**config.mk**
```make
export PLATFORM = sky130hd
export DESIGN_NAME = preemptive_priority_scheduler_top
export DESIGN_NICKNAME = d
export VERILOG_FILES = /design/src/rtl/pps_pkg.sv /design/src/rtl/pps_front.sv /design/src/rtl/pps_back.sv /design/src/rtl/preemptive_priority_scheduler_top.sv
export SDC_FILE = /design/constraint.sdc
export NUM_CORES = 1
export LEC_CHECK = 0
export BUFFER_PORTS_ARGS = -buffer_cell sky130_fd_sc_hd__buf_4
export CORE_AREA = 10 10 378 380
export CTS_CLUSTER_SIZE = 14
export DETAILED_ROUTE_END_ITERATION = 12
export DIE_AREA = 0 0 388 390
export HOLD_SLACK_MARGIN = 0.1
export MAX_ROUTING_LAYER = met4
export RECOVER_POWER = 100
export REMOVE_ABC_BUFFERS = 1
export SKIP_CTS_REPAIR_TIMING = 1
export SYNTH_ARGS = -nofsm -noshare
export SYNTH_HDL_FRONTEND = slang
export SYNTH_SLANG_ARGS = --single-unit
```
**constraint.sdc**
```tcl
create_clock -name clock -period 8.7 [get_ports clock]
set_input_delay 0.435 -clock clock [delete_from_list [all_inputs] [get_ports clock]]
set_output_delay 0.435 -clock clock [all_outputs]
set_load 0.01 [all_outputs]
```
**src/rtl/pps_pkg.sv**
```systemverilog
// Shared types and constants for the preemptive priority scheduler.
// Used by pps_front, pps_back and preemptive_priority_scheduler_top.
// Depends on nothing.
`default_nettype none

package pps_pkg;

   localparam int MAX_PROCS   = 16;
   localparam int IDX_W       = $clog2(MAX_PROCS);
   localparam int CNT_W       = $clog2(MAX_PROCS + 1);
   localparam int TIME_W      = 24;
   localparam int ARR_W       = 16;
   localparam int BURST_W     = 16;
   localparam int LVL_W       = 8;
   localparam int PID_W       = 5;
   localparam int QUEUE_DEPTH = 2;
   localparam int QPTR_W      = $clog2(QUEUE_DEPTH);
   localparam int QCNT_W      = $clog2(QUEUE_DEPTH + 1);

   localparam logic [TIME_W-1:0] TIME_MAX = {TIME_W{1'b1}};

   typedef enum logic {
      KIND_LOAD = 1'b0,
      KIND_TICK = 1'b1
   } kind_type;

   typedef struct packed {
      kind_type             kind;
      logic [ARR_W-1:0]     arrival;
      logic [BURST_W-1:0]   burst;
      logic [LVL_W-1:0]     level;
   } item_type;

   typedef struct packed {
      logic                 idle;
      logic [PID_W-1:0]     proc_num;
      logic                 switched;
      logic [TIME_W-1:0]    start_time;
      logic                 finished;
      logic [TIME_W-1:0]    exit_stamp;
      logic [TIME_W-1:0]    turnaround;
      logic [TIME_W-1:0]    waiting;
      logic                 all_done;
   } result_type;

endpackage

`default_nettype wire

```
**src/rtl/pps_front.sv**
```systemverilog
// Front end of the scheduler: accepts request words, classifies them as
// load or tick, and holds them in a short queue for the back end.
// Depends on pps_pkg.
`default_nettype none

module pps_front (
   input  wire logic                          clock,
   input  wire logic                          reset,
   input  wire logic                          req_valid,
   output logic                               req_stall,
   input  wire logic                          req_mode,
   input  wire logic [pps_pkg::ARR_W-1:0]     req_arrival_time,
   input  wire logic [pps_pkg::BURST_W-1:0]   req_burst_time,
   input  wire logic [pps_pkg::LVL_W-1:0]     req_priority_level,
   output logic                               q_valid,
   output pps_pkg::item_type                  q_item,
   input  wire logic                          q_pop
);

   pps_pkg::item_type                  slot_ff [pps_pkg::QUEUE_DEPTH];
   logic [pps_pkg::QPTR_W-1:0]         wr_ptr_ff, wr_ptr_in;
   logic [pps_pkg::QPTR_W-1:0]         rd_ptr_ff, rd_ptr_in;
   logic [pps_pkg::QCNT_W-1:0]         count_ff, count_in;
   pps_pkg::item_type                  item_in;
   logic                               push;
   logic                               pop;

   always_comb begin
      item_in.kind    = req_mode ? pps_pkg::KIND_TICK : pps_pkg::KIND_LOAD;
      item_in.arrival = req_arrival_time;
      item_in.burst   = req_burst_time;
      item_in.level   = req_priority_level;
   end

   assign req_stall = (count_ff == pps_pkg::QCNT_W'(pps_pkg::QUEUE_DEPTH));
   assign q_valid   = (count_ff != '0);
   assign q_item    = slot_ff[rd_ptr_ff];
   assign push      = req_valid && !req_stall;
   assign pop       = q_pop && q_valid;

   always_comb begin
      wr_ptr_in = wr_ptr_ff;
      rd_ptr_in = rd_ptr_ff;
      count_in  = count_ff;
      if (push) begin
         wr_ptr_in = (wr_ptr_ff == pps_pkg::QPTR_W'(pps_pkg::QUEUE_DEPTH - 1)) ?
                     '0 : wr_ptr_ff + pps_pkg::QPTR_W'(1);
      end
      if (pop) begin
         rd_ptr_in = (rd_ptr_ff == pps_pkg::QPTR_W'(pps_pkg::QUEUE_DEPTH - 1)) ?
                     '0 : rd_ptr_ff + pps_pkg::QPTR_W'(1);
      end
      if (push && !pop) begin
         count_in = count_ff + pps_pkg::QCNT_W'(1);
      end else if (pop && !push) begin
         count_in = count_ff - pps_pkg::QCNT_W'(1);
      end
   end

   always_ff @(posedge clock) begin
      if (reset) begin
         wr_ptr_ff <= '0;
         rd_ptr_ff <= '0;
         count_ff  <= '0;
      end else begin
         wr_ptr_ff <= wr_ptr_in;
         rd_ptr_ff <= rd_ptr_in;
         count_ff  <= count_in;
      end
   end

   always_ff @(posedge clock) begin
      if (push) begin
         slot_ff[wr_ptr_ff] <= item_in;
      end
   end

endmodule

`default_nettype wire

```
**src/rtl/pps_back.sv**
```systemverilog
// Back end of the scheduler: process table, sequential priority scan with
// one comparator, state update and the registered result word.
// Depends on pps_pkg.
`default_nettype none

module pps_back (
   input  wire logic                 clock,
   input  wire logic                 reset,
   input  wire logic                 q_valid,
   input  wire pps_pkg::item_type    q_item,
   output logic                      q_pop,
   output logic                      rsp_valid,
   input  wire logic                 rsp_stall,
   output pps_pkg::result_type       rsp_result
);

   typedef enum logic [1:0] {
      ST_IDLE,
      ST_SCAN,
      ST_UPDATE,
      ST_EMIT
   } state_type;

   state_type                          state_ff, state_in;

   logic [pps_pkg::ARR_W-1:0]          arrival_ff   [pps_pkg::MAX_PROCS];
   logic [pps_pkg::BURST_W-1:0]        burst_ff     [pps_pkg::MAX_PROCS];
   logic [pps_pkg::BURST_W-1:0]        remaining_ff [pps_pkg::MAX_PROCS];
   logic [pps_pkg::LVL_W-1:0]          level_ff     [pps_pkg::MAX_PROCS];
   logic [pps_pkg::MAX_PROCS-1:0]      done_ff, done_in;

   logic [pps_pkg::TIME_W-1:0]         now_ff, now_in;
   logic [pps_pkg::CNT_W-1:0]          loaded_ff, loaded_in;
   logic [pps_pkg::CNT_W-1:0]          finished_cnt_ff, finished_cnt_in;
   logic [pps_pkg::IDX_W-1:0]          last_idx_ff, last_idx_in;
   logic                               last_valid_ff, last_valid_in;

   logic [pps_pkg::IDX_W-1:0]          idx_ff, idx_in;
   logic                               best_found_ff, best_found_in;
   logic [pps_pkg::IDX_W-1:0]          best_idx_ff, best_idx_in;
   logic [pps_pkg::LVL_W-1:0]          best_lvl_ff, best_lvl_in;
   logic [pps_pkg::ARR_W-1:0]          best_arr_ff, best_arr_in;
   logic [pps_pkg::BURST_W-1:0]        best_burst_ff, best_burst_in;
   logic [pps_pkg::BURST_W-1:0]        best_rem_ff, best_rem_in;

   pps_pkg::result_type                pend_ff, pend_in;
   pps_pkg::result_type                res_ff, res_in;
   logic                               rsp_valid_ff, rsp_valid_in;

   logic                               load_we;
   logic [pps_pkg::IDX_W-1:0]          load_slot;
   logic                               rem_we;
   logic [pps_pkg::BURST_W-1:0]        rem_next;
   logic                               eligible;
   logic                               better;
   logic                               scan_last;
   logic                               out_free;
   logic [pps_pkg::TIME_W-1:0]         now_next;
   logic                               fin;

   assign load_slot = loaded_ff[pps_pkg::IDX_W-1:0];
   assign eligible  = !done_ff[idx_ff] &&
                      (pps_pkg::TIME_W'(arrival_ff[idx_ff]) <= now_ff);
   assign better    = !best_found_ff || (level_ff[idx_ff] > best_lvl_ff) ||
                      ((level_ff[idx_ff] == best_lvl_ff) && (arrival_ff[idx_ff] < best_arr_ff));
   assign scan_last = ((pps_pkg::CNT_W'(idx_ff) + pps_pkg::CNT_W'(1)) == loaded_ff);
   assign out_free  = !rsp_valid_ff || !rsp_stall;
   assign now_next  = (now_ff == pps_pkg::TIME_MAX) ? now_ff : now_ff + pps_pkg::TIME_W'(1);
   assign fin       = best_found_ff && (best_rem_ff <= pps_pkg::BURST_W'(1));
   assign rem_next  = fin ? '0 : best_rem_ff - pps_pkg::BURST_W'(1);

   assign q_pop      = (state_ff == ST_IDLE) && q_valid;
   assign rsp_valid  = rsp_valid_ff;
   assign rsp_result = res_ff;

   always_comb begin
      state_in        = state_ff;
      done_in         = done_ff;
      now_in          = now_ff;
      loaded_in       = loaded_ff;
      finished_cnt_in = finished_cnt_ff;
      last_idx_in     = last_idx_ff;
      last_valid_in   = last_valid_ff;
      idx_in          = idx_ff;
      best_found_in   = best_found_ff;
      best_idx_in     = best_idx_ff;
      best_lvl_in     = best_lvl_ff;
      best_arr_in     = best_arr_ff;
      best_burst_in   = best_burst_ff;
      best_rem_in     = best_rem_ff;
      pend_in         = pend_ff;
      res_in          = res_ff;
      rsp_valid_in    = rsp_valid_ff && rsp_stall;
      load_we         = 1'b0;
      rem_we          = 1'b0;

      unique case (state_ff)
         ST_IDLE: begin
            if (q_valid) begin
               if (q_item.kind == pps_pkg::KIND_LOAD) begin
                  if (loaded_ff < pps_pkg::CNT_W'(pps_pkg::MAX_PROCS)) begin
                     load_we            = 1'b1;
                     done_in[load_slot] = 1'b0;
                     loaded_in          = loaded_ff + pps_pkg::CNT_W'(1);
                  end
               end else begin
                  idx_in        = '0;
                  best_found_in = 1'b0;
                  state_in      = (loaded_ff == '0) ? ST_UPDATE : ST_SCAN;
               end
            end
         end
         ST_SCAN: begin
            if (eligible && better) begin
               best_found_in = 1'b1;
               best_idx_in   = idx_ff;
               best_lvl_in   = level_ff[idx_ff];
               best_arr_in   = arrival_ff[idx_ff];
               best_burst_in = burst_ff[idx_ff];
               best_rem_in   = remaining_ff[idx_ff];
            end
            idx_in = idx_ff + pps_pkg::IDX_W'(1);
            if (scan_last) begin
               state_in = ST_UPDATE;
            end
         end
         ST_UPDATE: begin
            now_in             = now_next;
            pend_in.idle       = !best_found_ff;
            pend_in.proc_num   = best_found_ff ?
               pps_pkg::PID_W'(pps_pkg::CNT_W'(best_idx_ff) + pps_pkg::CNT_W'(1)) : '0;
            pend_in.switched   = best_found_ff &&
                                 (!last_valid_ff || (last_idx_ff != best_idx_ff));
            pend_in.start_time = now_ff;
            pend_in.finished   = fin;
            pend_in.exit_stamp = fin ? now_next : '0;
            pend_in.turnaround = fin ? now_next - pps_pkg::TIME_W'(best_arr_ff) : '0;
            pend_in.waiting    = '0;
            pend_in.all_done   = 1'b0;
            if (best_found_ff) begin
               last_idx_in   = best_idx_ff;
               last_valid_in = 1'b1;
               rem_we        = 1'b1;
            end
            if (fin) begin
               done_in[best_idx_ff] = 1'b1;
               finished_cnt_in      = finished_cnt_ff + pps_pkg::CNT_W'(1);
            end
            state_in = ST_EMIT;
         end
         ST_EMIT: begin
            if (out_free) begin
               res_in          = pend_ff;
               res_in.waiting  = (pend_ff.turnaround >= pps_pkg::TIME_W'(best_burst_ff)) ?
                                 pend_ff.turnaround - pps_pkg::TIME_W'(best_burst_ff) : '0;
               if (!pend_ff.finished) begin
                  res_in.waiting = '0;
               end
               res_in.all_done = (finished_cnt_ff >= loaded_ff);
               rsp_valid_in    = 1'b1;
               state_in        = ST_IDLE;
            end
         end
         default: begin
            state_in = ST_IDLE;
         end
      endcase
   end

   always_ff @(posedge clock) begin
      if (reset) begin
         state_ff        <= ST_IDLE;
         done_ff         <= '0;
         now_ff          <= '0;
         loaded_ff       <= '0;
         finished_cnt_ff <= '0;
         last_valid_ff   <= 1'b0;
         best_found_ff   <= 1'b0;
         rsp_valid_ff    <= 1'b0;
      end else begin
         state_ff        <= state_in;
         done_ff         <= done_in;
         now_ff          <= now_in;
         loaded_ff       <= loaded_in;
         finished_cnt_ff <= finished_cnt_in;
         last_valid_ff   <= last_valid_in;
         best_found_ff   <= best_found_in;
         rsp_valid_ff    <= rsp_valid_in;
      end
      last_idx_ff   <= last_idx_in;
      idx_ff        <= idx_in;
      best_idx_ff   <= best_idx_in;
      best_lvl_ff   <= best_lvl_in;
      best_arr_ff   <= best_arr_in;
      best_burst_ff <= best_burst_in;
      best_rem_ff   <= best_rem_in;
      pend_ff       <= pend_in;
      res_ff        <= res_in;
   end

   always_ff @(posedge clock) begin
      if (load_we) begin
         arrival_ff[load_slot]   <= q_item.arrival;
         burst_ff[load_slot]     <= q_item.burst;
         remaining_ff[load_slot] <= q_item.burst;
         level_ff[load_slot]     <= q_item.level;
      end
      if (rem_we) begin
         remaining_ff[best_idx_ff] <= rem_next;
      end
   end

`ifndef SYNTHESIS
   a_count_order: assert property (@(posedge clock) disable iff (reset)
      finished_cnt_ff <= loaded_ff)
      else $error("More processes finished than were loaded.");

   a_scan_bound: assert property (@(posedge clock) disable iff (reset)
      (state_ff == ST_SCAN) |-> (pps_pkg::CNT_W'(idx_ff) < loaded_ff))
      else $error("Scan index ran past the loaded slots.");

   a_idle_result: assert property (@(posedge clock) disable iff (reset)
      (rsp_valid_ff && res_ff.idle) |-> (!res_ff.finished && !res_ff.switched))
      else $error("Idle result claims a run.");

   a_time_monotonic: assert property (@(posedge clock) disable iff (reset)
      1'b1 |=> (now_ff >= $past(now_ff)))
      else $error("Time counter went backward.");
`endif

endmodule

`default_nettype wire

```
**src/rtl/preemptive_priority_scheduler_top.sv**
```systemverilog
// Top level of the preemptive priority scheduler.
// Instantiates pps_front and pps_back; depends on pps_pkg.
//
// Request words carry a mode bit: mode 0 loads a process (arrival, burst,
// priority) into the next table slot and gives no response; mode 1 is one
// time tick and gives exactly one response word. Both channels use valid
// and stall; a word moves on a rising edge with valid high and stall low.
// A two-entry queue sits behind the request port, so requests are taken
// while the engine works or a response waits.
// A load is absorbed in the idle step. For a tick, one comparator visits the
// loaded slots (at most 16) one per cycle, then an update step advances
// state and an emit step fills the response register.
// A stalled response holds in its register; the engine then waits in its
// final step and the queue fills until req_stall rises.
// Reset (synchronous, active high) clears time, counts, finished flags and
// the last-run mark; loads fill the process table, ticks count down remaining burst.
`default_nettype none

module preemptive_priority_scheduler_top (
   input  wire logic                          clock,
   input  wire logic                          reset,
   input  wire logic                          req_valid,
   output logic                               req_stall,
   input  wire logic                          req_mode,
   input  wire logic [pps_pkg::ARR_W-1:0]     req_arrival_time,
   input  wire logic [pps_pkg::BURST_W-1:0]   req_burst_time,
   input  wire logic [pps_pkg::LVL_W-1:0]     req_priority_level,
   output logic                               rsp_valid,
   input  wire logic                          rsp_stall,
   output logic                               rsp_idle,
   output logic [pps_pkg::PID_W-1:0]          rsp_proc_num,
   output logic                               rsp_switched,
   output logic [pps_pkg::TIME_W-1:0]         rsp_start_time,
   output logic                               rsp_finished,
   output logic [pps_pkg::TIME_W-1:0]         rsp_exit_stamp,
   output logic [pps_pkg::TIME_W-1:0]         rsp_turnaround,
   output logic [pps_pkg::TIME_W-1:0]         rsp_waiting,
   output logic                               rsp_all_done
);

   logic                  q_valid;
   pps_pkg::item_type     q_item;
   logic                  q_pop;
   pps_pkg::result_type   result;

   pps_front u_front (
      .clock              (clock),
      .reset              (reset),
      .req_valid          (req_valid),
      .req_stall          (req_stall),
      .req_mode           (req_mode),
      .req_arrival_time   (req_arrival_time),
      .req_burst_time     (req_burst_time),
      .req_priority_level (req_priority_level),
      .q_valid            (q_valid),
      .q_item             (q_item),
      .q_pop              (q_pop)
   );

   pps_back u_back (
      .clock      (clock),
      .reset      (reset),
      .q_valid    (q_valid),
      .q_item     (q_item),
      .q_pop      (q_pop),
      .rsp_valid  (rsp_valid),
      .rsp_stall  (rsp_stall),
      .rsp_result (result)
   );

   assign rsp_idle       = result.idle;
   assign rsp_proc_num   = result.proc_num;
   assign rsp_switched   = result.switched;
   assign rsp_start_time = result.start_time;
   assign rsp_finished   = result.finished;
   assign rsp_exit_stamp = result.exit_stamp;
   assign rsp_turnaround = result.turnaround;
   assign rsp_waiting    = result.waiting;
   assign rsp_all_done   = result.all_done;

endmodule

`default_nettype wire

```
* After elaboration in Yosys (flattened, before gate mapping) *
Memories as Yosys holds them, arrays and structs flattened. A register that Yosys moved wholly into a read port is not among the register bits.
Cells that the tools add are included.
Widths: inputs -> output; s select.

storage, ports and cells
  bits in registers = 280
  memory bits (writable) = 978
  word-level logic and storage cells = 176
  memories = 5

memories
  memory               depth  bits a word  read ports  clocked after Yosys merged registers in  write ports  RTL line         RTL
  u_back.arrival_ff    16     16           1           1                                        1            pps_back.sv:26   logic [pps_pkg::ARR_W-1:0] arrival_ff [pps_pkg::MAX_PROCS];
  u_back.burst_ff      16     16           1           1                                        1            pps_back.sv:27   logic [pps_pkg::BURST_W-1:0] burst_ff [pps_pkg::MAX_PROCS];
  u_back.remaining_ff  16     16           1           1                                        1            pps_back.sv:28   logic [pps_pkg::BURST_W-1:0] remaining_ff [pps_pkg::MAX_PROCS];
  u_back.level_ff      16     8            1           1                                        1            pps_back.sv:29   logic [pps_pkg::LVL_W-1:0] level_ff [pps_pkg::MAX_PROCS];
  u_front.slot_ff      2      41           1           1                                        1            pps_front.sv:20  pps_pkg::item_type slot_ff [pps_pkg::QUEUE_DEPTH];

cells by class
  add/sub/neg operators = 13
  order comparisons = 12
  eq/ne operators = 16
  mux-type cells = 52
  bitwise logic cells = 4
  reductions and logical operators = 42

operators by type and width
  kind                   count
  $mux 16                6
  $sub 24x16->24         2
  $pmux 16 s2            1
  $mux 1                 26
  $add 24x1->24 const B  1
  $eq 24x24->1 const B   1
  $ge 24x16->1           1
  $le 16x24->1           1
  $mux 24                1
  $mux 4                 5
  $and 16x16->16         1
  $le 16x1->1 const B    1
  $lt 16x16->1           1
  $not 16->16            1
  $or 16x16->16          1
  $reduce_or 16->1       1
  $sub 16x1->16 const B  1
  $lt 4x5->1 const B     3
  $mux 2                 7
  $logic_and 1x1->1      13
  $ne 2x1->1 const B     6
  $reduce_and 4->1       3
  $add 4x1->5 const B    2
  $add 5x1->5 const B    2
  other kinds (28)       51

* Depth between registers and ports, before layout *
Gate-level depths: netlist (run 1).

  depth after elaboration = 10
  gate-level depth with buffers = 16
  mapped depth without buffers = 15

* Hierarchy *
From an unflattened synthesis (run 1), not the netlist that was laid out.

second synthesis, totals
  cells, all modules = 2922
  area total of the unflattened synthesis = 52028.6 µm²

by module, submodules not included
  module     instances  cells each  area an instance (µm²)  sequential area each (µm²)
  pps_back   1          2769        48859.4                 35684.2
  pps_front  1          153         3169.3                  2562.5

* Least setup slack after synthesis (run 1) *
OpenSTA, ideal clock, no wires.

  path type = register -> register
  start = register u_back.state_ff[0]
  end = register u_back.res_ff, in the netlist u_back.rsp_result[0] (enable)
  arrival time = 8144 ps
  data required time = 7971 ps
  setup slack = -173 ps
  cell stages (with the launch flop) = 3
  path through = dfxtp_1 -> ha_1 -> a21boi_0

on the way
  word-level cells in the longest chain between the ends = 2

RTL lines
  what                               RTL line         RTL
  start: declaration                 pps_back.sv:24   state_type state_ff, state_in;
  start signal: assignment           pps_back.sv:181  state_ff <= state_in;
  $eq 2x2->1                         pps_back.sv:97   unique case (state_ff)
  $reduce_and 2->1 (no source line)  -
  end signal: assignment             pps_back.sv:198  res_ff <= res_in;
  end: declaration                   pps_back.sv:47   pps_pkg::result_type res_ff, res_in;

No other way between the ends.
A chain may end at the register's enable or synchronous reset.

* Final worst setup path (run 1) *
  start = register u_back.idx_ff[1] in the netlist's numbering
  end = register u_back.best_rem_ff[9] in the netlist's numbering, read port of u_back.remaining_ff (data pin)

on the way
  word-level cells in the longest chain between the ends = 6

RTL lines
  what                               RTL line         RTL
  start: declaration                 pps_back.sv:38   logic [pps_pkg::IDX_W-1:0] idx_ff, idx_in;
  start signal: assignment           pps_back.sv:191  idx_ff <= idx_in;
  $bmux 1 s4                         pps_back.sv:62   assign eligible = !done_ff[idx_ff] &&
  $mux 1 (implied by the code)       pps_back.sv:62
  $logic_not 1->1                    pps_back.sv:62
  $logic_and 1x1->1                  pps_back.sv:62
  $logic_and 1x1->1                  pps_back.sv:114  if (eligible && better) begin
  $reduce_and 2->1 (no source line)  -
  end: declaration                   pps_back.sv:44   logic [pps_pkg::BURST_W-1:0] best_rem_ff, best_rem_in;

Parallel ways exist; a longest one is shown, timed or not. The select of a mux whose other input is x is not followed.

==> impl_metrics.py, run 1 <==
metrics = {
    "hold_path": {
        "hold_path_depth": 4,
        "startpoint_of_the_most_critical_hold_path": "req_valid",
        "whs_endpoint": "u_front.wr_ptr_ff$_SDFFE_PP0P_",
        "worst_hold_path_class": "input pin to flop",
    },
    "power": {
        "power.sequential.fraction": 0.447,
        "clock_network_power_share": 0.293,
        "p_int_mw": 12.9,
        "total_leakage_power_nw": 19.2,
        "power_switching_mw": 5.46,
        "power-per-cell-area_nw_per_um2": 307,
        "sw_frac_of_total": 0.298,
        "comb_power_share": 0.259,
        "vdd.ir_drop.worst_mv": 0.203,
    },
    "sta": {
        "rsz0062_at_grt": "no",
        "report.final.setup_viol": 0,
        "report.final.slew_viol_count": 1383,
        "post-route-min-period_ns": 6.97,
        "period_share": 0.801,
        "max-slew-margin-rel": -1.65,
        "hold_violations": 0,
        "hold_ws_ns": 0.171,
        "timing.clock.skew_ns": 0.0298,
        "tightestPinTransition_ns": 3.97,
        "achievable-frequency_ghz": 0.143,
    },
    "critical_path": {
        "cp_max_fo": 51,
        "critPathSlowestCell": "clkbuf_1",
        "r2r_setup_slack_ns": 1.73,
        "worstPathRequired_ns": 9.15,
        "timing.critical_path.to_type": "flop",
        "crit-reg2reg-launch": "u_back.idx_ff[1]$_DFFE_PP_",
        "crit_path_max_incr_delay_ns": 2.73,
        "reg2reg_depth": 6,
        "crit_buf_inv": 2,
        "crit_top_cell": "clkbuf_1",
        "worst_ep_arrival_time_ns": 7.42,
        "path_class": "flop to flop",
        "crit_chain": "clkbuf_1 > and2_0 > clkbuf_1 > a221oi_1 > o21ai_0 > nand2_1",
        "regToRegEndpoint": "u_back.best_rem_ff[9]$_DFFE_PP_",
        "critPathLaunchType": "flop",
        "path_delay_family": "buffers and inverters",
    },
    "die": {
        "die_width_um": 388,
        "row_count": 135,
        "core_area_um2": 135000,
        "io_pins": 152,
        "floorplan.initialDensity": 0.388,
        "dieArea_um2": 151000,
        "dieHeight_um": 390,
    },
    "grt": {
        "grt_overflow_total": 0,
        "grt.total_usage": 0.168,
        "grt_antenna_before_repair": 11,
        "first_global_vias": 27358,
        "largest_net_degree_at_the_start_of_global_routing": 102,
        "grt_pass1_wl_mm": 185,
    },
    "clock_network": {
        "clock_latency_ns": 0.76,
        "cts_max_path_buffers": 3,
        "tritoncts": "done",
        "cts_inserted_buffers": 130,
        "clk_root_buffer_cell": "clkbuf_16",
        "clkSlewWorstSetupHoldPaths_ns": 0.06,
        "cts.sink_count": 1295,
        "cts_max_level": 4,
    },
    "synth": {
        "yosys.area.top_type_share": 0.707,
        "synthFlopType": "edfxtp_1",
        "postSynthRegisterBits": 1295,
        "synthesis.instances": 2968,
        "netlist_area_before_placement_um2": 52300,
        "ys_async_sr_fraction": 0,
        "synth_seq_area_share": 0.731,
        "number_of_synthesis_warnings": 0,
        "ys_top_cells_by_count": "edfxtp_1, mux4_2, nor2_1, nand2_1, mux2i_1",
        "synth_area_per_cell_um2": 17.6,
        "post_synth_main_area_contributors": "edfxtp_1, mux4_2, dfxtp_1",
        "synth.distinct_cells": 78,
        "yosys.area.top_type": "edfxtp_1",
        "number_of_enable_flip_flop_cells_after_synthesis": 1231,
        "post-synth-top-count-cell": "edfxtp_1",
    },
    "routing": {
        "avgViaCountPerCell": 5.37,
        "drt.antenna.violating_nets": 0,
        "first_iter_violations": 2497,
        "drc_errors": 0,
        "dr_total_vias": 27504,
        "routed_wire_length_per_instance_um": 24.5,
        "drt-pass1-iter-count": 5,
        "detail_route.wirelength_mm": 126,
    },
    "outcome": {
        "violations_in_the_final_reports": "max-capacitance violations, max-slew violations",
        "outcome": "finished, violations left",
    },
    "place": {
        "dpl_cell_area_um2": 55900,
        "port_bufs": 151,
        "dp.final_hpwl_mm": 70.6,
        "final_weighted_congestion_in_routability_driven_placement": 0.821,
        "place_inst": 4845,
    },
    "flow_run": {
        "max-cap-violations": 40,
    },
    "finish": {
        "final_core_utilization": 0.441,
        "post_route_cells_drive_above_1_share": 0.141,
        "cell_area_after_layout_um2": 59600,
        "syn2layout_area_growth_pct": 13.9,
        "finish.net_count": 3380,
        "layoutNonFillerInstCount": 5125,
    },
}
## kinds of logic (layout without fill, tap and decap cells)
family / count (synthesis) / in the layout / share of synthesized area
multiplexers: 366 / 366 / 0.117
adder cells (fa/ha/maj): 97 / 97 / 0.0235
AND/OR/NAND/NOR: 503 / 503 / 0.0466
flip-flops: 1295 / 1295 / 0.731
AO/OA/AOI/OAI: 382 / 382 / 0.0472
buffers and inverters: 217 / 582 / 0.0164
XOR/XNOR: 108 / 108 / 0.0184
other: 0 / 11 / 0
## worst reg2reg max path: stages (launching register included)
cell and delay, ns:
edfxtp_1 0.32, clkbuf_1 2.73, and2_0 1.32, clkbuf_1 1.47, a221oi_1 0.37, o21ai_0 0.27, nand2_1 0.19
## layout make-up
class                           instances  area (um^2)
Sequential cell                      1295        38300
Clock inverter                         52          415
Tap cell                             1781         2230
Inverter                               89          334
Antenna cell                           11         27.5
Timing Repair Buffer                  266         1420
Fill cell                           11702        75400
Multi-Input combinational cell       1456        13300
Clock buffer                          175         3640
## power by group through the flow
stage / Combinational [mW] / Sequential, mW / Clock [mW]
after global placement: 4.75 / 8.29 / 0
after floorplan: 3.21 / 8.58 / 0
final: 4.75 / 8.20 / 5.38
after detailed placement: 4.79 / 8.31 / 0
after CTS: 4.81 / 8.18 / 5.50
after global routing: 5.20 / 8.25 / 5.74
## how the worst max path moves through the flow
stage,startpoint,depth (start not counted),endpoint
floorplan,u_back.idx_ff[0]$_DFFE_PP_,4,u_back.best_arr_ff[0]$_DFFE_PP_
CTS,flop,11,u_back.best_rem_ff[12]$_DFFE_PP_
detailed placement,flop,11,u_back.best_rem_ff[10]$_DFFE_PP_
global placement,flop,11,u_back.best_rem_ff[8]$_DFFE_PP_
global route,u_back.idx_ff[1]$_DFFE_PP_,6,u_back.best_rem_ff[9]$_DFFE_PP_
finish,u_back.idx_ff[1]$_DFFE_PP_,6,u_back.best_rem_ff[9]$_DFFE_PP_
## per-layer routing
layer | GRT usage | wire length [um] | up-vias
met1 | 0.224 | 55500 | 14118
met4 | 0.0560 | 3550 | 0
met5 | - | 0 | -
met2 | 0.261 | 59200 | 899
li1 | - | - | 12299
met3 | 0.0316 | 7450 | 188
## flip-flops by register name, summed over array words and instances, names as in the netlist, 2 cells and up, named ones only
signal and count:
u_back.best_arr_ff 16, u_back.idx_ff 4, u_back.state_ff 2, u_back.best_idx_ff 4
u_back.burst_ff 256, u_back.best_rem_ff 16, u_back.done_ff 16, u_back.loaded_ff 5
u_back.finished_cnt_ff 5, u_back.pend_ff 80, u_back.rsp_result 105, u_back.best_burst_ff 16
u_back.last_idx_ff 4, u_front.slot_ff 82, u_back.arrival_ff 256, u_front.count_ff 2
u_back.best_lvl_ff 8, u_back.now_ff 24, u_back.remaining_ff 256, u_back.level_ff 128
## through the flow
| step | TNS (ns) | worst slack [ns] | power (mW) |
|---|---|---|---|
| 5_1_grt | 0 | 1.47 | 19.2 |
| 2_1_floorplan | -74.72 | -0.936 | 11.8 |
| 3_5_place_dp | 0 | 3.32 | 13.1 |
| 3_3_place_gp | 0 | 3.30 | 13.0 |
| 6_report | 0 | 1.73 | 18.3 |
| 4_1_cts | 0 | 3.27 | 18.5 |
## placed cells by master, fill, tap and decap left out, types with 33 or more instances in the layout
master	netlist	layout
dfxtp_1	64	61
mux2i_1	108	108
clkbuf_1	76	218
o21ai_0	106	107
mux2_1	0	41
mux4_2	188	188
clkbuf_16	0	139
nor2_1	162	146
xnor2_1	65	67
inv_1	88	88
xor2_1	41	41
edfxtp_1	1231	1231
ha_1	95	95
nand2_1	130	129
dlygate4sd3_1	0	42
a21oi_1	92	93
a221oi_1	33	33
nor3_1	43	43
(Power assumes the default switching activity.)
==> run 2: changes to the inputs <==
- clock period: 8.7 -> 5.9 ns (I/O delays scaled with it)
==> run 2 against run 1 <==
  * The flow still finishes with violations (max-capacitance violations, max-slew violations)
  * Non-clock buffer count up 16
  * Via count is 0.88% higher
  * Register-to-register slack got worse by 1.2 ns
  * Combinational power grew 49%
  * Global-route usage is essentially flat
  * Routed wire length is 0.35% higher
  * Utilization is 0.29 points higher
  * Sequential power rose by 48%
  * Total power increased by 49%
  * Sequential cell count unchanged
  * Fmax up 31%
  * First-iteration DRC count down 4.4%
  * Critical endpoint is now u_back.best_burst_ff[3]$_DFFE_PP_
==> impl_metrics.py, run 2 (same netlist as run 1, synthesis figures left out) <==
metrics = {
    "place": {
        "detailedPlace.worstSlack_ns": 1.23,
        "place_inst": 4859,
        "dp.final_hpwl_mm": 76.1,
        "final_weighted_congestion_in_routability_driven_placement": 0.842,
        "port_bufs": 151,
    },
    "finish": {
        "finish.net_count": 3398,
        "sequential_standard_cell_area_um2": 38300,
        "leading_cell_types_in_the_layout_fill_and_taps_excluded": "edfxtp_1, clkbuf_1, mux4_2",
        "num-fill-cells": 11711,
        "layoutNonFillerInstCount": 5144,
        "post_route_cells_drive_above_1_share": 0.154,
        "layout.cells.most_common": "edfxtp_1",
        "syn2layout_area_growth_pct": 14.7,
        "biggest_regs": "u_back.arrival_ff x256, u_back.burst_ff x256, u_back.remaining_ff x256",
        "multi_input_comb_area_um2": 13300,
    },
    "power": {
        "total_leakage_power_nw": 19.5,
        "sw_frac_of_total": 0.301,
        "power_switching_mw": 8.20,
        "vdd.ir_drop.worst_mv": 0.285,
        "clock_network_power_share": 0.298,
        "power-per-cell-area_nw_per_um2": 454,
        "power.sequential.fraction": 0.443,
        "comb_power_share": 0.259,
        "p_int_mw": 19.1,
    },
    "sta": {
        "hold_ws_ns": 0.292,
        "achievable-frequency_ghz": 0.188,
        "timing.clock.skew_ns": 0.0351,
        "period_share": 0.903,
        "max-slew-margin-rel": -1.10,
        "rsz0062_at_grt": "no",
        "post-route-min-period_ns": 5.33,
        "report.final.slew_viol_count": 751,
        "timing.final.ws_setup_ns": 0.573,
        "hold_violations": 0,
        "tightestPinTransition_ns": 3.15,
        "report.final.setup_viol": 0,
    },
    "hold_path": {
        "worst_hold_path_class": "input pin to flop",
    },
    "clock_network": {
        "cts_inserted_buffers": 132,
        "cts.sink_count": 1295,
        "clock_latency_ns": 0.76,
        "cts_max_level": 4,
        "cts_max_path_buffers": 3,
        "clkSlewWorstSetupHoldPaths_ns": 0.06,
        "clk_root_buffer_cell": "clkbuf_16",
        "tritoncts": "done",
    },
    "routing": {
        "avgViaCountPerCell": 5.39,
        "drt.antenna.violating_nets": 0,
        "drt-pass1-iter-count": 5,
        "routed_wire_length_per_instance_um": 24.5,
        "dr_total_vias": 27746,
        "detail_route.wirelength_mm": 126,
        "first_iter_violations": 2387,
        "drc_errors": 0,
    },
    "critical_path": {
        "cp_max_fo": 35,
        "critPathSlowestCell": "nor2b_2",
        "crit_top_cell": "clkbuf_1",
        "timing.critical_path.to_type": "flop",
        "critPathLaunchType": "flop",
        "worstPathRequired_ns": 6.35,
        "worst_ep_arrival_time_ns": 5.77,
        "crit_chain": "clkbuf_1 > nor2b_2 > clkbuf_1 > a221oi_1 > a22oi_1 > nand2_1",
        "crit_path_max_incr_delay_ns": 1.92,
        "path_class": "flop to flop",
    },
    "outcome": {
        "violations_in_the_final_reports": "max-capacitance violations, max-slew violations",
        "outcome": "finished, violations left",
    },
    "grt": {
        "largest_net_degree_at_the_start_of_global_routing": 95,
        "first_global_vias": 27691,
        "grt.total_usage": 0.168,
        "grt_overflow_total": 0,
        "grt_pass1_wl_mm": 186,
        "grt_antenna_before_repair": 5,
    },
    "flow_run": {
        "max-cap-violations": 26,
    },
    "die": {
        "io_pins": 152,
        "die_width_um": 388,
        "row_count": 135,
        "dieArea_um2": 151000,
        "dieHeight_um": 390,
        "floorplan.initialDensity": 0.388,
        "core_area_um2": 135000,
    },
}
-- run 2: per-stage QoR --
| stage | area (um^2) | utilization | TNS (ns) | power [mW] |
|---|---|---|---|---|
| after CTS | 60300 | 0.447 | 0 | 27.6 |
| after floorplan | 51800 | - | -792.09 | 17.4 |
| final | 60000 | 0.444 | 0 | 27.3 |
| after global routing | 60000 | 0.444 | 0 | 28.5 |
| after detailed placement | 56100 | 0.416 | 0 | 19.4 |
| after global placement | 56100 | 0.416 | 0 | 19.4 |
-- run 2: routing by layer --
| metal | part of all wire | up-vias | global-route usage |
|---|---|---|---|
| met1 | 0.45 | 14310 | 0.225 |
| met5 | 0 | - | - |
| met3 | 0.057 | 197 | 0.0292 |
| li1 | - | 12341 | - |
| met2 | 0.47 | 898 | 0.265 |
| met4 | 0.023 | 0 | 0.0470 |
-- run 2: path summary, 6_finish.rpt --
| path | cells after the start | startpoint | slack (ns) | endpoint |
|---|---|---|---|---|
| setup / recovery | 6 | u_back.idx_ff[2]$_DFFE_PP_ | 0.57 | u_back.best_burst_ff[3]$_DFFE_PP_ |
| setup reg to reg | 6 | u_back.idx_ff[2]$_DFFE_PP_ | 0.57 | u_back.best_burst_ff[3]$_DFFE_PP_ |
| hold / removal | 2 | req_arrival_time[8] | 0.29 | u_front.slot_ff[1][32]$_DFFE_PP_ |
| hold reg to reg | 0 | u_back.pend_ff[57]$_SDFFCE_PN0P_ | 0.42 | u_back.rsp_result[57]$_DFFE_PP_ |
-- run 2: layout make-up --
class | count | share of cell area
antenna | 8 | 0.000334
clock buffer | 174 | 0.0605
clock inverter | 59 | 0.00939
inverter | 89 | 0.00557
multi-input combinational | 1456 | 0.221
sequential | 1295 | 0.638
tap | 1781 | 0.0372
timing repair buffer | 282 | 0.0281
-- run 2: critical path: cells and delay by family, from the launching register on --
family	cells	cell delay (ns)
and+or+nand+nor	2	2.09
buffers and inverters	2	2.06
AOI/OAI and AO/OA	2	0.50
DFF	1	0.35
-- run 2: power groups by stage --
| stage | Combinational [mW] | Clock (mW) | Sequential [mW] |
|---|---|---|---|
| after floorplan | 4.72 | 0 | 12.6 |
| after global routing | 7.70 | 8.65 | 12.2 |
| after CTS | 7.19 | 8.30 | 12.1 |
| final | 7.06 | 8.12 | 12.1 |
| after global placement | 7.11 | 0 | 12.2 |
| after detailed placement | 7.16 | 0 | 12.3 |
==> run 3: changes to the inputs <==
- CELL_PAD_IN_SITES_DETAIL_PLACEMENT: not set -> 1
- CELL_PAD_IN_SITES_GLOBAL_PLACEMENT: not set -> 1
- PLACE_DENSITY_LB_ADDON: not set -> 0.1
==> run 3 against run 2 <==
  * The run still ends with max-capacitance violations, max-slew violations left
  * Die area is the same
  * Count of clock-buffer cells in the layout grew 4
  * Sequential cell count is the same
  * Final area grew 0.42%
  * Via count grew 1.0%
  * Clock skew shrank 0.0070 ns
  * Total power grew 2.2%
  * Critical path type unchanged
  * Largest power group unchanged
==> impl_metrics.py, run 3 (same netlist as run 1, synthesis figures left out) <==
metrics = {
    "die": {
        "row_count": 135,
        "dieHeight_um": 390,
        "io_pins": 152,
        "core_area_um2": 135000,
        "die_width_um": 388,
        "floorplan.initialDensity": 0.388,
        "dieArea_um2": 151000,
    },
    "hold_path": {
        "worst_hold_path_class": "input pin to flop",
    },
    "outcome": {
        "outcome": "finished, violations left",
        "violations_in_the_final_reports": "max-capacitance violations, max-slew violations",
    },
    "routing": {
        "drt-pass1-iter-count": 5,
        "drc_errors": 0,
        "routed_wire_length_per_instance_um": 27.1,
        "detail_route.wirelength_mm": 140,
        "dr_total_vias": 28037,
        "first_iter_violations": 2264,
        "avgViaCountPerCell": 5.43,
        "drt.antenna.violating_nets": 0,
    },
    "place": {
        "dp.final_hpwl_mm": 87.0,
        "detailedPlace.worstSlack_ns": 1.12,
        "final_weighted_congestion_in_routability_driven_placement": 0.851,
        "dpl_cell_area_um2": 56100,
        "port_bufs": 151,
    },
    "finish": {
        "biggest_regs": "u_back.arrival_ff x256, u_back.burst_ff x256, u_back.remaining_ff x256",
        "cell_area_after_layout_um2": 60200,
        "finish.net_count": 3410,
        "num-fill-cells": 12894,
        "syn2layout_area_growth_pct": 15.1,
        "post_route_cells_drive_above_1_share": 0.159,
        "multi_input_comb_area_um2": 13200,
        "leading_cell_types_in_the_layout_fill_and_taps_excluded": "edfxtp_1, mux4_2, clkbuf_1",
        "sequential_standard_cell_area_um2": 38300,
        "layout.cells.most_common": "edfxtp_1",
        "final_core_utilization": 0.446,
    },
    "clock_network": {
        "cts_max_level": 4,
        "clkSlewWorstSetupHoldPaths_ns": 0.06,
        "cts_max_path_buffers": 3,
        "tritoncts": "done",
        "clock_latency_ns": 0.78,
        "clk_root_buffer_cell": "clkbuf_16",
        "cts_inserted_buffers": 143,
        "cts.sink_count": 1295,
    },
    "grt": {
        "first_global_vias": 30009,
        "grt_overflow_total": 0,
        "grt_pass1_wl_mm": 206,
        "grt_antenna_before_repair": 7,
        "grt.total_usage": 0.188,
        "largest_net_degree_at_the_start_of_global_routing": 110,
    },
    "critical_path": {
        "timing.critical_path.to_type": "flop",
        "r2r_setup_slack_ns": 0.57,
        "worstPathRequired_ns": 6.28,
        "cp_max_fo": 23,
        "worst_ep_arrival_time_ns": 5.70,
        "path_class": "flop to flop",
        "critPathLaunchType": "flop",
    },
    "sta": {
        "timing.final.ws_setup_ns": 0.573,
        "rsz0062_at_grt": "no",
        "report.final.slew_viol_count": 961,
        "timing.clock.skew_ns": 0.0281,
        "hold_ws_ns": 0.268,
        "achievable-frequency_ghz": 0.188,
        "tightestPinTransition_ns": 3.51,
        "max-slew-margin-rel": -1.34,
        "report.final.setup_viol": 0,
        "hold_violations": 0,
        "period_share": 0.903,
        "post-route-min-period_ns": 5.33,
    },
    "power": {
        "vdd.ir_drop.worst_mv": 0.255,
        "power-per-cell-area_nw_per_um2": 462,
        "total_leakage_power_nw": 19.6,
    },
    "flow_run": {
        "max-cap-violations": 33,
    },
}
run 3: layout make-up:
| cell class | count | area share |
|---|---|---|
| flip-flops and latches | 1295 | 0.635 |
| multi-input cells | 1456 | 0.220 |
| clock buffers | 178 | 0.0628 |
| well taps | 1781 | 0.0370 |
| repair buffers | 283 | 0.0280 |
| clock inverters | 78 | 0.0116 |
| inverters | 89 | 0.00555 |
| diodes | 1 | 0.0000416 |
run 3: through the flow:
| stage | TNS (ns) | instances | total power, mW |
|---|---|---|---|
| final | 0 | 5161 | 27.9 |
| after floorplan | -792.09 | 2840 | 17.4 |
| after global routing | 0 | 5161 | 29.2 |
| after detailed placement | 0 | 4860 | 19.7 |
| after global placement | 0 | 4860 | 19.5 |
| after CTS | 0 | 5116 | 28.3 |
run 3: critical path: stages (launching register included):
cell      delay [ns]
dfxtp_1         0.89
mux2_1          0.41
nor3_1          0.18
buf_4           0.26
nand2_1         0.22
nor2_1          1.86
clkbuf_2        1.09
run 3: final timing paths:
path	startpoint	to	cells after the start
setup / recovery	flop	u_back.arrival_ff[5][3]$_DFFE_PP_	6
hold / removal	req_arrival_time[4]	u_front.slot_ff[0][28]$_DFFE_PP_	2
setup reg to reg	flop	u_back.arrival_ff[5][3]$_DFFE_PP_	6
hold reg to reg	u_back.pend_ff[60]$_SDFFCE_PN0P_	u_back.rsp_result[60]$_DFFE_PP_	0
run 3: layer usage:
layer | routed length (um) | vias to the layer above | track usage
met3 | 5350 | 193 | 0.0293
met1 | 65500 | 14828 | 0.256
li1 | - | 12369 | -
met4 | 3130 | 0 | 0.0498
met5 | 0 | - | -
met2 | 66100 | 647 | 0.297
run 3: report_power, final:
group | internal [mW] | switching (mW)
Clock | 4.92 | 3.62
Combinational | 2.76 | 4.51
Sequential | 11.6 | 0.445
Total | 19.3 | 8.57
